==> src/design/pavs_pkg.sv <==
// Shared types, constants and helpers for the pattern-avoiding max-weight selector.
package pavs_pkg;

    localparam int MAX_PATTERN    = 16;
    localparam int SUM_BITS       = 40;
    localparam int WEIGHT_BITS    = 16;
    localparam int PATTERN_BITS   = 16;
    localparam int LENGTH_BITS    = 5;
    localparam int OUT_BITS       = 40;
    localparam int CFG_INDEX_BITS = 2;
    localparam int CFG_DATA_BITS  = 16;
    localparam int ROW_BITS       = $clog2(MAX_PATTERN);
    localparam int STATE_BITS     = $clog2(MAX_PATTERN + 1);

    localparam logic [CFG_INDEX_BITS-1:0] CFG_PATTERN_BITS   = CFG_INDEX_BITS'(0);
    localparam logic [CFG_INDEX_BITS-1:0] CFG_PATTERN_LENGTH = CFG_INDEX_BITS'(1);

    typedef logic [STATE_BITS-1:0] state_idx_t;
    typedef logic [SUM_BITS-1:0]   metric_t;

    // One automaton row: next match length for selection bit 1 and bit 0.
    typedef struct packed {
        state_idx_t next1;
        state_idx_t next0;
    } trans_row_t;

    typedef struct packed {
        logic start;
        logic restart;
        logic last;
    } trellis_ctl_t;

    typedef struct packed {
        logic busy;
        logic done;
    } trellis_stat_t;

    // Pattern element k; elements beyond the register read as zero.
    function automatic logic pattern_elem(input logic [PATTERN_BITS-1:0] bits,
                                          input logic [ROW_BITS-1:0] k);
        logic e;
        e = 1'b0;
        for (int i = 0; i < PATTERN_BITS; i++)
        begin
            if (32'(k) == i)
            begin
                e = bits[i];
            end
        end
        return e;
    endfunction

endpackage

==> src/design/pattern_avoiding_max_weight_selector_top.sv <==
// Top level of the pattern-avoiding maximum-weight selector.
//
// Input channel s_axis: one transaction per position; tdata carries the
// weight, tlast marks the final position of a sequence. Output channel
// m_axis: one transaction per sequence with the best total (never below
// zero, saturating), sent after the position marked by tlast.
// Configuration: cfg_write with cfg_index 0 loads the pattern bits, index 1
// the pattern length; each write rebuilds the automaton table (a read step and
// a write step per pattern element) and restarts the current sequence.
// With an effective pattern length L, a position is accepted only after the
// trellis has finished the previous one; the relax pipeline visits one
// automaton row per cycle through the metric memories.
// With L equal to zero no trellis work is done and tlast gives a zero total.
// A finished sequence's result is registered onto m_axis when it is free.
// While a result waits for m_axis_tready the block keeps accepting positions
// of the next sequence; only the completion of that next sequence waits.
// Reset returns the block to idle with an empty pattern and a zero output, and
// makes the start state the only reachable trellis state.
module pattern_avoiding_max_weight_selector_top (
    input  logic                                  clk,
    input  logic                                  rst_n,
    input  logic                                  s_axis_tvalid,
    output logic                                  s_axis_tready,
    input  logic [15:0]                           s_axis_tdata,   // [15:0] weight
    input  logic                                  s_axis_tlast,   // last_position
    output logic                                  m_axis_tvalid,
    input  logic                                  m_axis_tready,
    output logic [pavs_pkg::OUT_BITS-1:0]         m_axis_tdata,   // [39:0] best_total
    input  logic                                  cfg_write,
    input  logic [pavs_pkg::CFG_INDEX_BITS-1:0]   cfg_index,
    input  logic [pavs_pkg::CFG_DATA_BITS-1:0]    cfg_data
);

    typedef enum logic [1:0] {S_IDLE, S_RUN, S_HAND} top_state_t;

    top_state_t                               state_reg;
    logic [pavs_pkg::PATTERN_BITS-1:0]        pattern_bits_reg;
    logic [pavs_pkg::LENGTH_BITS-1:0]         pattern_length_reg;
    logic                                     build_start_reg;
    logic                                     last_reg, empty_reg;
    logic                                     m_valid_reg;
    logic [pavs_pkg::OUT_BITS-1:0]            m_data_reg;

    pavs_pkg::state_idx_t                     eff_len;
    logic                                     build_busy, s_accept, cfg_hit;
    logic [pavs_pkg::ROW_BITS-1:0]            tbl_row;
    pavs_pkg::trans_row_t                     tbl_data;
    pavs_pkg::trellis_ctl_t                   ctl;
    pavs_pkg::trellis_stat_t                  stat;
    pavs_pkg::metric_t                        best;

    assign eff_len = (32'(pattern_length_reg) > pavs_pkg::MAX_PATTERN)
                     ? pavs_pkg::STATE_BITS'(pavs_pkg::MAX_PATTERN)
                     : pavs_pkg::STATE_BITS'(pattern_length_reg);
    assign s_axis_tready = (state_reg == S_IDLE) && !build_busy && !build_start_reg;
    assign s_accept      = s_axis_tvalid && s_axis_tready;
    assign cfg_hit       = cfg_write && (cfg_index == pavs_pkg::CFG_PATTERN_BITS
                                         || cfg_index == pavs_pkg::CFG_PATTERN_LENGTH);
    assign ctl           = '{start: s_accept && (eff_len != '0),
                             restart: build_start_reg,
                             last: s_axis_tlast};
    assign m_axis_tvalid = m_valid_reg;
    assign m_axis_tdata  = m_data_reg;

    always_ff @(posedge clk or negedge rst_n)
    begin
        if (!rst_n)
        begin
            pattern_bits_reg   <= '0;
            pattern_length_reg <= '0;
            build_start_reg    <= 1'b0;
        end
        else
        begin
            build_start_reg <= cfg_hit;
            if (cfg_write)
            begin
                case (cfg_index)
                    pavs_pkg::CFG_PATTERN_BITS:
                    begin
                        pattern_bits_reg <= cfg_data[pavs_pkg::PATTERN_BITS-1:0];
                    end
                    pavs_pkg::CFG_PATTERN_LENGTH:
                    begin
                        pattern_length_reg <= cfg_data[pavs_pkg::LENGTH_BITS-1:0];
                    end
                    default:
                    begin
                        pattern_length_reg <= pattern_length_reg;
                    end
                endcase
            end
        end
    end

    always_ff @(posedge clk or negedge rst_n)
    begin
        if (!rst_n)
        begin
            state_reg   <= S_IDLE;
            last_reg    <= 1'b0;
            empty_reg   <= 1'b0;
            m_valid_reg <= 1'b0;
            m_data_reg  <= '0;
        end
        else
        begin
            if (m_valid_reg && m_axis_tready)
            begin
                m_valid_reg <= 1'b0;
            end
            case (state_reg)
                S_IDLE:
                begin
                    if (s_accept)
                    begin
                        last_reg <= s_axis_tlast;
                        if (eff_len != '0)
                        begin
                            state_reg <= S_RUN;
                        end
                        else if (s_axis_tlast)
                        begin
                            empty_reg <= 1'b1;
                            state_reg <= S_HAND;
                        end
                    end
                end
                S_RUN:
                begin
                    if (stat.done)
                    begin
                        empty_reg <= 1'b0;
                        state_reg <= last_reg ? S_HAND : S_IDLE;
                    end
                end
                S_HAND:
                begin
                    if (!m_valid_reg || m_axis_tready)
                    begin
                        m_valid_reg <= 1'b1;
                        m_data_reg  <= empty_reg ? '0 : pavs_pkg::OUT_BITS'(best);
                        state_reg   <= S_IDLE;
                    end
                end
                default:
                begin
                    state_reg <= S_IDLE;
                end
            endcase
        end
    end

    pavs_automaton u_automaton (
        .clk          (clk),
        .rst_n        (rst_n),
        .build_start  (build_start_reg),
        .pattern_bits (pattern_bits_reg),
        .length       (eff_len),
        .busy         (build_busy),
        .rd_row       (tbl_row),
        .rd_data      (tbl_data)
    );

    pavs_trellis u_trellis (
        .clk      (clk),
        .rst_n    (rst_n),
        .ctl      (ctl),
        .weight   (s_axis_tdata),
        .length   (eff_len),
        .tbl_row  (tbl_row),
        .tbl_data (tbl_data),
        .stat     (stat),
        .best     (best)
    );

    a_done_in_run: assert property (@(posedge clk) disable iff (!rst_n)
        stat.done |-> state_reg == S_RUN)
        else $error("trellis finished outside a running item");

    a_idle_quiet: assert property (@(posedge clk) disable iff (!rst_n)
        state_reg == S_IDLE |-> !stat.busy)
        else $error("trellis busy while the block is idle");

    a_result_source: assert property (@(posedge clk) disable iff (!rst_n)
        $rose(m_valid_reg) |-> $past(state_reg == S_HAND))
        else $error("result presented without a finished sequence");

endmodule

==> src/design/pavs_automaton.sv <==
// Prefix-match automaton table: memory plus a sequential KMP-style builder.
module pavs_automaton (
    input  logic                                clk,
    input  logic                                rst_n,
    input  logic                                build_start,
    input  logic [pavs_pkg::PATTERN_BITS-1:0]   pattern_bits,
    input  pavs_pkg::state_idx_t                length,
    output logic                                busy,
    input  logic [pavs_pkg::ROW_BITS-1:0]       rd_row,
    output pavs_pkg::trans_row_t                rd_data
);

    typedef enum logic [1:0] {B_IDLE, B_READ, B_WRITE} build_state_t;

    build_state_t                      state_reg, state_next;
    logic [pavs_pkg::ROW_BITS-1:0]     j_reg, j_next;
    logic [pavs_pkg::ROW_BITS-1:0]     x_reg, x_next;
    pavs_pkg::trans_row_t              table_mem [pavs_pkg::MAX_PATTERN];
    pavs_pkg::trans_row_t              row_reg;
    pavs_pkg::trans_row_t              new_row;
    pavs_pkg::state_idx_t              j_plus;
    pavs_pkg::state_idx_t              x_sel;
    logic [pavs_pkg::ROW_BITS-1:0]     rd_addr;
    logic                              elem;
    logic                              we;

    assign busy    = (state_reg != B_IDLE);
    assign rd_addr = busy ? x_reg : rd_row;
    assign rd_data = row_reg;
    assign we      = (state_reg == B_WRITE) && !build_start;

    always_comb
    begin
        elem   = pavs_pkg::pattern_elem(pattern_bits, j_reg);
        j_plus = pavs_pkg::STATE_BITS'(j_reg) + pavs_pkg::STATE_BITS'(1);
        // The matching element extends the match; the other falls back to the
        // row of the longest proper border.
        new_row.next0 = !elem ? j_plus : ((j_reg == '0) ? '0 : row_reg.next0);
        new_row.next1 = elem  ? j_plus : ((j_reg == '0) ? '0 : row_reg.next1);
        x_sel         = elem ? row_reg.next1 : row_reg.next0;

        state_next = state_reg;
        j_next     = j_reg;
        x_next     = x_reg;
        if (build_start)
        begin
            j_next     = '0;
            x_next     = '0;
            state_next = (length == '0) ? B_IDLE : B_READ;
        end
        else
        begin
            case (state_reg)
                B_IDLE:
                begin
                    state_next = B_IDLE;
                end
                B_READ:
                begin
                    state_next = B_WRITE;
                end
                B_WRITE:
                begin
                    x_next = (j_reg == '0) ? '0 : x_sel[pavs_pkg::ROW_BITS-1:0];
                    if (j_plus >= length)
                    begin
                        state_next = B_IDLE;
                    end
                    else
                    begin
                        j_next     = j_reg + pavs_pkg::ROW_BITS'(1);
                        state_next = B_READ;
                    end
                end
                default:
                begin
                    state_next = B_IDLE;
                end
            endcase
        end
    end

    always_ff @(posedge clk or negedge rst_n)
    begin
        if (!rst_n)
        begin
            state_reg <= B_IDLE;
            j_reg     <= '0;
            x_reg     <= '0;
        end
        else
        begin
            state_reg <= state_next;
            j_reg     <= j_next;
            x_reg     <= x_next;
        end
    end

    always_ff @(posedge clk)
    begin
        if (we)
        begin
            table_mem[j_reg] <= new_row;
        end
        row_reg <= table_mem[rd_addr];
    end

    // The border row being copied always lies strictly below the row being built.
    a_border_below: assert property (@(posedge clk) disable iff (!rst_n)
        state_reg == B_WRITE && j_reg != '0 |-> x_reg < j_reg)
        else $error("border row not below current row");

    // Exactly one selection bit extends the current match.
    a_one_extends: assert property (@(posedge clk) disable iff (!rst_n)
        we |-> ((new_row.next0 == j_plus) != (new_row.next1 == j_plus)))
        else $error("automaton row extends match on both or neither bit");

    a_build_origin: assert property (@(posedge clk) disable iff (!rst_n)
        $rose(busy) |-> $past(build_start))
        else $error("builder started without a request");

endmodule

==> src/design/pavs_trellis.sv <==
// Trellis of best path sums in ping-pong metric memories, updated by a relax pipeline.
module pavs_trellis (
    input  logic                               clk,
    input  logic                               rst_n,
    input  pavs_pkg::trellis_ctl_t             ctl,
    input  logic [pavs_pkg::WEIGHT_BITS-1:0]   weight,
    input  pavs_pkg::state_idx_t               length,
    output logic [pavs_pkg::ROW_BITS-1:0]      tbl_row,
    input  pavs_pkg::trans_row_t               tbl_data,
    output pavs_pkg::trellis_stat_t            stat,
    output pavs_pkg::metric_t                  best
);

    typedef logic [pavs_pkg::ROW_BITS:0] mem_addr_t;

    logic                                  bank_reg, fresh_reg, run_reg, last_reg, done_reg;
    pavs_pkg::state_idx_t                  issue_reg;
    logic [pavs_pkg::WEIGHT_BITS-1:0]      weight_reg;
    logic [pavs_pkg::MAX_PATTERN-1:0]      valid_reg [2][2];
    pavs_pkg::metric_t                     f0_mem [2*pavs_pkg::MAX_PATTERN];
    pavs_pkg::metric_t                     f1_mem [2*pavs_pkg::MAX_PATTERN];
    pavs_pkg::metric_t                     f0_qa_reg, f1_qa_reg, f0_qb_reg, f1_qb_reg;
    logic                                  s1_valid_reg;
    logic [pavs_pkg::ROW_BITS-1:0]         s1_row_reg;
    logic                                  s2_valid_reg, s2_c0v_reg, s2_c1v_reg;
    pavs_pkg::metric_t                     s2_c0_reg, s2_c1_reg;
    logic [pavs_pkg::ROW_BITS-1:0]         s2_n0_reg, s2_n1_reg;
    logic                                  s3_valid_reg;
    pavs_pkg::metric_t                     s3_max_reg;
    logic                                  fwd0_en_reg, fwd1_en_reg;
    logic [pavs_pkg::ROW_BITS-1:0]         fwd0_row_reg, fwd1_row_reg;
    pavs_pkg::metric_t                     fwd0_data_reg, fwd1_data_reg;
    pavs_pkg::metric_t                     best_reg;

    logic                                  nbank, issue_go, drained;
    pavs_pkg::metric_t                     m0, m1, c0, c1, old0, old1, pmax;
    logic [pavs_pkg::SUM_BITS:0]           sum;
    logic                                  v0, v1, c0v, c1v, ov0, ov1, wr0, wr1;
    mem_addr_t                             src_addr, dst0_addr, dst1_addr;

    assign nbank    = ~bank_reg;
    assign issue_go = run_reg && (issue_reg < length);
    assign drained  = !s1_valid_reg && !s2_valid_reg && !s3_valid_reg;
    assign tbl_row  = issue_reg[pavs_pkg::ROW_BITS-1:0];
    assign src_addr = {bank_reg, issue_reg[pavs_pkg::ROW_BITS-1:0]};
    assign stat     = '{busy: run_reg, done: done_reg};
    assign best     = best_reg;

    // Stage 1: source metrics and automaton row are back; form both candidates.
    always_comb
    begin
        m0  = (fresh_reg && s1_row_reg == '0) ? '0 : f0_qa_reg;
        m1  = f1_qa_reg;
        v0  = valid_reg[bank_reg][0][s1_row_reg];
        v1  = valid_reg[bank_reg][1][s1_row_reg];
        c0  = (v0 && (!v1 || m0 >= m1)) ? m0 : m1;
        c0v = (v0 || v1) && (tbl_data.next0 < length);
        sum = {1'b0, m0} + (pavs_pkg::SUM_BITS + 1)'(weight_reg);
        c1  = sum[pavs_pkg::SUM_BITS] ? '1 : sum[pavs_pkg::SUM_BITS-1:0];
        c1v = v0 && (tbl_data.next1 < length);
        dst0_addr = {nbank, tbl_data.next0[pavs_pkg::ROW_BITS-1:0]};
        dst1_addr = {nbank, tbl_data.next1[pavs_pkg::ROW_BITS-1:0]};
    end

    // Stage 2: relax against the target, forwarding the write of the previous cycle.
    always_comb
    begin
        old0 = (fwd0_en_reg && fwd0_row_reg == s2_n0_reg) ? fwd0_data_reg : f0_qb_reg;
        old1 = (fwd1_en_reg && fwd1_row_reg == s2_n1_reg) ? fwd1_data_reg : f1_qb_reg;
        ov0  = valid_reg[nbank][0][s2_n0_reg];
        ov1  = valid_reg[nbank][1][s2_n1_reg];
        wr0  = s2_valid_reg && s2_c0v_reg && (!ov0 || s2_c0_reg > old0);
        wr1  = s2_valid_reg && s2_c1v_reg && (!ov1 || s2_c1_reg > old1);
        pmax = (s2_c0v_reg && (!s2_c1v_reg || s2_c0_reg >= s2_c1_reg)) ? s2_c0_reg : s2_c1_reg;
    end

    always_ff @(posedge clk or negedge rst_n)
    begin
        if (!rst_n)
        begin
            bank_reg     <= 1'b0;
            fresh_reg    <= 1'b1;
            run_reg      <= 1'b0;
            last_reg     <= 1'b0;
            done_reg     <= 1'b0;
            issue_reg    <= '0;
            valid_reg[0][0] <= pavs_pkg::MAX_PATTERN'(1);
            valid_reg[0][1] <= '0;
            valid_reg[1][0] <= '0;
            valid_reg[1][1] <= '0;
            s1_valid_reg <= 1'b0;
            s2_valid_reg <= 1'b0;
            s3_valid_reg <= 1'b0;
            fwd0_en_reg  <= 1'b0;
            fwd1_en_reg  <= 1'b0;
            best_reg     <= '0;
        end
        else if (ctl.restart)
        begin
            fresh_reg    <= 1'b1;
            run_reg      <= 1'b0;
            done_reg     <= 1'b0;
            valid_reg[bank_reg][0] <= pavs_pkg::MAX_PATTERN'(1);
            valid_reg[bank_reg][1] <= '0;
            s1_valid_reg <= 1'b0;
            s2_valid_reg <= 1'b0;
            s3_valid_reg <= 1'b0;
            fwd0_en_reg  <= 1'b0;
            fwd1_en_reg  <= 1'b0;
        end
        else
        begin
            done_reg     <= 1'b0;
            s1_valid_reg <= issue_go;
            s2_valid_reg <= s1_valid_reg;
            s2_c0v_reg   <= c0v;
            s2_c1v_reg   <= c1v;
            s3_valid_reg <= s2_valid_reg && (s2_c0v_reg || s2_c1v_reg);
            fwd0_en_reg  <= wr0;
            fwd1_en_reg  <= wr1;
            if (issue_go)
            begin
                issue_reg <= issue_reg + pavs_pkg::STATE_BITS'(1);
            end
            if (wr0)
            begin
                valid_reg[nbank][0][s2_n0_reg] <= 1'b1;
            end
            if (wr1)
            begin
                valid_reg[nbank][1][s2_n1_reg] <= 1'b1;
            end
            if (s3_valid_reg && s3_max_reg > best_reg)
            begin
                best_reg <= s3_max_reg;
            end
            if (ctl.start)
            begin
                run_reg   <= 1'b1;
                last_reg  <= ctl.last;
                issue_reg <= '0;
                best_reg  <= '0;
                valid_reg[nbank][0] <= '0;
                valid_reg[nbank][1] <= '0;
            end
            else if (run_reg && !issue_go && drained)
            begin
                run_reg   <= 1'b0;
                done_reg  <= 1'b1;
                bank_reg  <= nbank;
                fresh_reg <= 1'b0;
                if (last_reg)
                begin
                    // End of sequence: the bank that becomes current restarts.
                    fresh_reg <= 1'b1;
                    valid_reg[nbank][0] <= pavs_pkg::MAX_PATTERN'(1);
                    valid_reg[nbank][1] <= '0;
                end
            end
        end
    end

    always_ff @(posedge clk)
    begin
        if (ctl.start)
        begin
            weight_reg <= weight;
        end
        f0_qa_reg     <= f0_mem[src_addr];
        f1_qa_reg     <= f1_mem[src_addr];
        f0_qb_reg     <= f0_mem[dst0_addr];
        f1_qb_reg     <= f1_mem[dst1_addr];
        s1_row_reg    <= issue_reg[pavs_pkg::ROW_BITS-1:0];
        s2_c0_reg     <= c0;
        s2_c1_reg     <= c1;
        s2_n0_reg     <= tbl_data.next0[pavs_pkg::ROW_BITS-1:0];
        s2_n1_reg     <= tbl_data.next1[pavs_pkg::ROW_BITS-1:0];
        s3_max_reg    <= pmax;
        fwd0_row_reg  <= s2_n0_reg;
        fwd1_row_reg  <= s2_n1_reg;
        fwd0_data_reg <= s2_c0_reg;
        fwd1_data_reg <= s2_c1_reg;
        if (wr0)
        begin
            f0_mem[{nbank, s2_n0_reg}] <= s2_c0_reg;
        end
        if (wr1)
        begin
            f1_mem[{nbank, s2_n1_reg}] <= s2_c1_reg;
        end
    end

    // A fresh trellis has only the start state reachable in the current bank.
    a_fresh_start: assert property (@(posedge clk) disable iff (!rst_n)
        fresh_reg |-> valid_reg[bank_reg][0] == pavs_pkg::MAX_PATTERN'(1)
                      && valid_reg[bank_reg][1] == '0)
        else $error("fresh trellis has stray reachable states");

    a_relax_marks: assert property (@(posedge clk) disable iff (!rst_n)
        wr0 && !ctl.restart |=> valid_reg[!bank_reg][0][$past(s2_n0_reg)])
        else $error("relaxed target not marked reachable");

    a_done_after_run: assert property (@(posedge clk) disable iff (!rst_n)
        stat.done |-> $past(run_reg) && drained)
        else $error("update finished without a running item");

endmodule

==> config.mk <==
export PLATFORM = sky130hd
export DESIGN_NAME = pattern_avoiding_max_weight_selector_top
export DESIGN_NICKNAME = d
export VERILOG_FILES = /design/src/design/pavs_pkg.sv /design/src/design/pattern_avoiding_max_weight_selector_top.sv /design/src/design/pavs_automaton.sv /design/src/design/pavs_trellis.sv
export SDC_FILE = /design/constraint.sdc
export NUM_CORES = 2
export LEC_CHECK = 0
export BUFFER_PORTS_ARGS = -buffer_cell sky130_fd_sc_hd__buf_2
export CORE_ASPECT_RATIO = 1.1
export CORE_MARGIN = 5
export CORE_UTILIZATION = 56
export CTS_BUF_LIST = sky130_fd_sc_hd__clkbuf_8
export CTS_CLUSTER_SIZE = 28
export DETAILED_ROUTE_END_ITERATION = 6
export GPL_TIMING_DRIVEN = 1
export PLACE_DENSITY = 0.71
export SLEW_MARGIN = 10
export SYNTH_ARGS = -nofsm -noshare
export SYNTH_HDL_FRONTEND = slang
export SYNTH_SLANG_ARGS = --single-unit
==> constraint.sdc <==
create_clock -name clk -period 10.4 [get_ports clk]
set_clock_uncertainty 0.05 [all_clocks]
set_input_delay 1.04 -clock clk [delete_from_list [all_inputs] [get_ports clk]]
set_output_delay 1.04 -clock clk [all_outputs]
set_load 0.03 [all_outputs]
### Word level (Yosys, flattened, before mapping)

Memory sizes are Yosys's and may differ from the RTL's. A register that Yosys moved wholly into a read port is not among the register bits.
Cells that the tools add are included.

* output and inout port bits: 42
* word-level logic and storage cells: 307
* memory bits (writable): 2720
* memories: 3
* input port bits: 40
* register bits after elaboration: 434

Memory list
* u_trellis.f0_mem: words 32, width 40, read ports 2, clocked after Yosys merged registers in 2, wr ports 1, line pavs_trellis.sv:20 `pavs_pkg::metric_t f0_mem [2*pavs_pkg::MAX_PATTERN];`
* u_trellis.f1_mem: words 32, width 40, read ports 2, clocked after Yosys merged registers in 2, wr ports 1, line pavs_trellis.sv:21 `pavs_pkg::metric_t f1_mem [2*pavs_pkg::MAX_PATTERN];`
* u_automaton.table_mem: words 16, width 10, read ports 1, clocked after Yosys merged registers in 1, wr ports 1, line pavs_automaton.sv:18 `pavs_pkg::trans_row_t table_mem [pavs_pkg::MAX_PATTERN];`

* $add $sub $neg: 4
* muxes and demuxes: 117
* eq/ne operators: 30
* reductions and logical operators: 74
* bitwise gates (word level): 20
* magnitude comparators: 19

Operator list (number)
* 64-bit two-way mux: 8
* 40-bit two-way mux: 8
* 32-bit two-way mux: 9
* 64-bit AND: 4
* 32-bit demux with 1-bit select: 6
* 64-bit NOT: 3
* 64-bit OR: 2
* 60-bit AND: 2
* 40-bit greater-than comparator: 3
* 60-bit NOT: 2
* 40-bit >= comparator: 2
* 1-bit two-way mux: 52
* 16-bit two-way mux: 3
* 40-bit by 16-bit adder with 41-bit output: 1
* 5-bit two-way mux: 7
* 4-bit equality test, second input constant: 8
* 4-bit two-way mux: 8
* 1-bit logical AND: 29
* 2-bit AND reduction: 10
* 1-bit binary-select mux with 4-bit select: 4
* 4-bit by 3-bit equality test with 1-bit output, second input constant: 4
* 4-bit by 5-bit less-than comparator with 1-bit output, second input constant: 3
* 5-bit less-than comparator: 3
* 2-bit two-way mux: 7
* other kinds (34): 76

### Depth between registers and ports, before layout

* depth after elaboration: 21
* depth in mapped cells: 20
* mapped depth without buffers: 14

### Cells and area by module

A second synthesis with hierarchy kept.

* cell total of the unflattened synthesis: 7415
* area, all modules: 149657.3 um^2

Modules (own cells, without submodules)
* pavs_trellis: instances 1, seq. area each 88001.9 um^2, cells each 6750, area each 139153.5 um^2
* pavs_automaton: instances 1, seq. area each 5255.0 um^2, cells each 455, area each 7632.3 um^2
* pattern_avoiding_max_weight_selector_top: instances 1, seq. area each 1676.6 um^2, cells each 210, area each 2871.5 um^2

### Least setup slack after synthesis

Ideal clock, no wire load.

* kind: flip-flop to flip-flop
* from: reg u_trellis.s2_n0_reg[0] in the netlist's numbering
* to: mem u_trellis.f0_mem[12][0] in the netlist's numbering, enable pin
* clock period less this slack: 7.983 ns
* arrival: 7.396 ns
* slack: 2.417 ns
* buffers on the path: 5
* cell stages (with the launch flop): 17
* setup time: 0.537 ns
* data required time: 9.813 ns
* cells stage by stage: dfxtp_1 > buf_6 > clkbuf_1 > xor2_1 > nor4_1 > clkbuf_1 > mux2i_1 > ha_1 > nand4_1 > nor4_1 > and3_1 > nor4b_1 > a211oi_1 > o22a_1 > buf_6 > buf_8 > nor4_1

* longest elaborated chain between the ends: 8
* elaborated cells on any way between the ends: 11
* those cells by class: order compare (1); eq/ne (1); mux (5); reduce/logical (4)

Ends and longest elaborated chain
* start: declaration: line pavs_trellis.sv:27 `logic [pavs_pkg::ROW_BITS-1:0] s2_n0_reg, s2_n1_reg;`
* start signal: assignment: line pavs_trellis.sv:176 `s2_n0_reg <= tbl_data.next0[pavs_pkg::ROW_BITS-1:0];`
* 4-bit equality test: line pavs_trellis.sv:68 `old0 = (fwd0_en_reg && fwd0_row_reg == s2_n0_reg) ? fwd0_data_reg : f0_qb_reg;`
* 1-bit logical AND: line pavs_trellis.sv:68
* 40-bit two-way mux: line pavs_trellis.sv:68
* 40-bit greater-than comparator: line pavs_trellis.sv:72 `wr0 = s2_valid_reg && s2_c0v_reg && (!ov0 || s2_c0_reg > old0);`
* 1-bit logical OR: line pavs_trellis.sv:72
* 1-bit logical AND: line pavs_trellis.sv:72
* 1-bit two-way mux: line pavs_trellis.sv:183 `if (wr0)`
* 1-bit two-way mux (not written as such): line pavs_trellis.sv:185 `f0_mem[{nbank, s2_n0_reg}] <= s2_c0_reg;`
* end: declaration: line pavs_trellis.sv:20

Parallel ways exist; a longest one is shown, timed or not. The select of a mux whose other input is x is not followed.

### Worst setup path in the final report

* from: reg u_trellis.s2_n1_reg[1] in the netlist's numbering
* to: mem u_trellis.f1_mem[7][13] in the netlist's numbering, enable pin

* longest elaborated chain between the ends: 8
* elaborated cells on any way between the ends: 11
* those cells by class: order compare (1); eq/ne (1); mux (5); reduce/logical (4)

Ends and longest elaborated chain
* start: declaration: line pavs_trellis.sv:27
* start signal: assignment: line pavs_trellis.sv:177 `s2_n1_reg <= tbl_data.next1[pavs_pkg::ROW_BITS-1:0];`
* 4-bit equality test: line pavs_trellis.sv:69 `old1 = (fwd1_en_reg && fwd1_row_reg == s2_n1_reg) ? fwd1_data_reg : f1_qb_reg;`
* 1-bit logical AND: line pavs_trellis.sv:69
* 40-bit two-way mux: line pavs_trellis.sv:69
* 40-bit greater-than comparator: line pavs_trellis.sv:73 `wr1 = s2_valid_reg && s2_c1v_reg && (!ov1 || s2_c1_reg > old1);`
* 1-bit logical OR: line pavs_trellis.sv:73
* 1-bit logical AND: line pavs_trellis.sv:73
* 1-bit two-way mux: line pavs_trellis.sv:187 `if (wr1)`
* 1-bit two-way mux (not written as such): line pavs_trellis.sv:189 `f1_mem[{nbank, s2_n1_reg}] <= s2_c1_reg;`
* end: declaration: line pavs_trellis.sv:21

Parallel ways exist; a longest one is shown, timed or not. The select of a mux whose other input is x is not followed.

==> impl_metrics.toml <==
[run_status]
status = "finished clean"

[grt]
grt_usage_pct = 29.5
overflow = 0
grt_pass1_vias = 83937
grt_pass1_wl_mm = 587
grt_max_degree = 144
antenna_found_initial = 13

[pwr]
power.leakage_uw = 0.0534
peakVddDrop_mv = 0.215
power.total_uw = 32800
p_per_area_nw_per_um2 = 198

[clock_tree]
ctsResizeCount = 0
cts_sinks = 3324
worstSkewPairLatency_ns = 1.07
path_clk_slew_ns = 0.06
root_buffer = "clkbuf_8"
cts.htree.levels = 6
cts_made_buffers = 545
cts.path.max_buffers = 4
cts_tree = "built"

[synthesis]
syn_avg_cell_area_um2 = 20.0
synth.area.top_cells = "edfxtp_1, mux4_2, dfxtp_1"
synth_top_flop_cell = "edfxtp_1"
synthArstFlopShare_pct = 5.90
ys_warn_count = 0
synth-edff-count = 2738
synth_area_leader_cell = "edfxtp_1"
yosysUniqueCellTypes = 85
synth_top_cell_area_share_pct = 55.0
syn_nets = 7763
synth-seq-cells = 3324
synthesis.area_um2 = 149000
seq_area_frac_synth_pct = 63.5
synth_cells = 7484

[sta]
period_needed_ns = 7.23
slew_viol_final = 0
timing.setup.tns_ns = 0
relSlewSlack_pct = 13.9
hold_viol = 0
max_freq_mhz = 138
setup_viol = 0
worst_pin_slew_ns = 1.29
rsz0062_at_grt = "false"
finalCritPeriodShare_pct = 69.5

[floorplan]
rows = 199
die_x_um = 503
start_util_pct = 56.1
core-area_um2 = 266000
fp.dieArea_um2 = 277000
num_io_pins = 82
die_h_um = 552

[setup_path]
crit_chain = "xnor2_1 -> nand2_1 -> nor4_2 -> buf_4 -> mux2i_1 -> ha_1 -> nand4_1 -> or2_2 -> nor3_1 -> nand4_1 -> o211ai_1 -> a21boi_4 -> buf_4 -> nor3_2 -> buf_4"
crit_required_ns = 10.99
path_common_cell = "buf_4"
start_kind = "flip-flop"
r2r-start = "u_trellis.s2_n1_reg[1]$_DFF_P_"
cp_slowest_cell = "buf_4"
critPathMaxFanout = 40
cp.arrival_ns = 7.82
crit_start = "u_trellis.s2_n1_reg[1]$_DFF_P_"
cp-end-kind = "flip-flop"
max_stage_delay_ns = 0.81
critPathKind = "reg -> reg"

[layout]
nNetsFinal = 8131
final_common_cell = "edfxtp_1"
areaGrowthSynthToFinish_pct = 10.4
num-fill-cells = 18527
drive_gt1_share_pct = 36.7
area.sequential_um2 = 95000
layout_common_cells = "edfxtp_1, mux4_2, clkbuf_8, dfxtp_1, inv_1"
reg_top3 = "u_trellis.f0_mem (1280), u_trellis.f1_mem (1280), u_automaton.table_mem (160)"
multi_input_area_um2 = 52400

[placed_design]
hpwl_mm = 235
gp_congestion = 0.892
io_buffers = 81

[hold_path]
hold_path.class = "in -> reg"
min_from = "s_axis_tdata[14]"

[routing]
drt_wl_total_mm = 407
drc_errors = 0
wire_per_inst_um = 34.5
drt_first_pass_iters = 5
drtIter0Drc = 10513
antenna_left = 0
vias = 81745
viasPerCell = 6.93

[run]
max-cap-violations = 0
synth_stat cells (11+ instances only):
master / n
nor3_1: 67
mux2i_1: 129
dfxtp_1: 390
mux4_2: 1660
o21ai_0: 102
o21a_1: 19
ha_1: 238
inv_1: 166
nor2b_1: 22
xnor2_1: 14
clkbuf_1: 358
o31ai_1: 43
mux2_2: 257
buf_4: 11
buf_2: 37
buf_1: 88
nand2_1: 199
a22o_1: 41
and4_1: 13
nand2b_1: 24
nor2_1: 88
nand3_1: 54
a211oi_1: 25
nor4_1: 24
xor2_1: 22
and2_1: 54
a31oi_1: 17
edfxtp_1: 2738
a21oi_1: 102
o211ai_1: 12
a21o_1: 30
nand4_1: 43
a32o_1: 30
and3_1: 34
dfrtp_1: 194
area by class of cell:
class                           count  area share (%)
Tap cell                         3517            2.67
Clock buffer                      586            4.89
Timing Repair Buffer              322            1.47
Antenna cell                        7          0.0106
Inverter                          168           0.382
Sequential cell                  3324            57.6
Multi-Input combinational cell   3491            31.7
Clock inverter                    387            1.31
power by group:
group | internal, µW | leakage, µW | switching (µW)
Combinational | 3410 | 0.0178 | 3340
Clock | 5630 | 0.00592 | 5290
Sequential | 14600 | 0.0297 | 469
through the flow:
step                cells  hold slack, ns  util [%]  cell area (µm²)  worst slack [ns]
floorplan            7484           0.279         -           149000              2.42
global placement    10814           0.386      58.1           155000              3.50
detailed placement  10814           0.414      58.1           155000              3.33
CTS                 11794        0.000371      61.9           165000              3.30
global route        11796          0.0549      61.9           165000              2.85
finish              11802           0.105      61.9           165000              3.17
worst max-delay path, delay by kind of cell, from the launching register on:
family	cells	cell delay [ns]
multiplexers	1	0.18
flip-flops	1	0.72
AND/OR/NAND/NOR	7	2.66
AO/OA/AOI/OAI	2	0.78
buffers and inverters	3	1.82
XOR/XNOR	1	0.20
adder cells (fa/ha/maj)	1	0.36
routing by layer:
layer	share of wire (%)	up-vias	GRT usage, %
met5	0.0032	-	0
met4	4.1	2	11.3
met3	9.7	732	5.61
met2	47	4654	45.5
met1	39	43698	42.5
li1	-	32659	-
final timing paths:
kind | to | slack, ns | depth (start not counted)
worst max-delay path | u_trellis.f1_mem[7][13]$_DFFE_PP_ | 3.17 | 15
worst min-delay path | u_trellis.weight_reg[14]$_DFFE_PP_ | 0.11 | 1
worst max register to register | u_trellis.f1_mem[7][13]$_DFFE_PP_ | 3.17 | 15
worst min register to register | u_trellis.s2_c0_reg[39]$_DFF_P_ | 0.42 | 2
max in group asynchronous | u_trellis.issue_reg[0]$_DFFE_PN0P_ | 7.96 | 3
min in group asynchronous | m_axis_tdata[22]$_DFFE_PN0P_ | 0.59 | 2
logic make-up (layout without fill, tap and decap cells):
logic type | after synthesis | after routing | share of synthesized area [%]
flip-flops | 3324 | 3324 | 63.5
multiplexers | 2055 | 2055 | 28.0
AND/OR/NAND/NOR | 674 | 674 | 2.31
buffers and inverters | 669 | 1463 | 1.78
AO/OA/AOI/OAI | 487 | 487 | 2.23
adder cells (fa/ha/maj) | 239 | 239 | 2.01
XOR/XNOR | 36 | 36 | 0.211
other | 0 | 7 | 0
repair_timing:
item / in CTS / in global routing
buffers inserted: 0 / 0
hold buffers: 7 / 0
hold endpoints to repair: 48 / 0
Power figures use the tool's default switching activity.
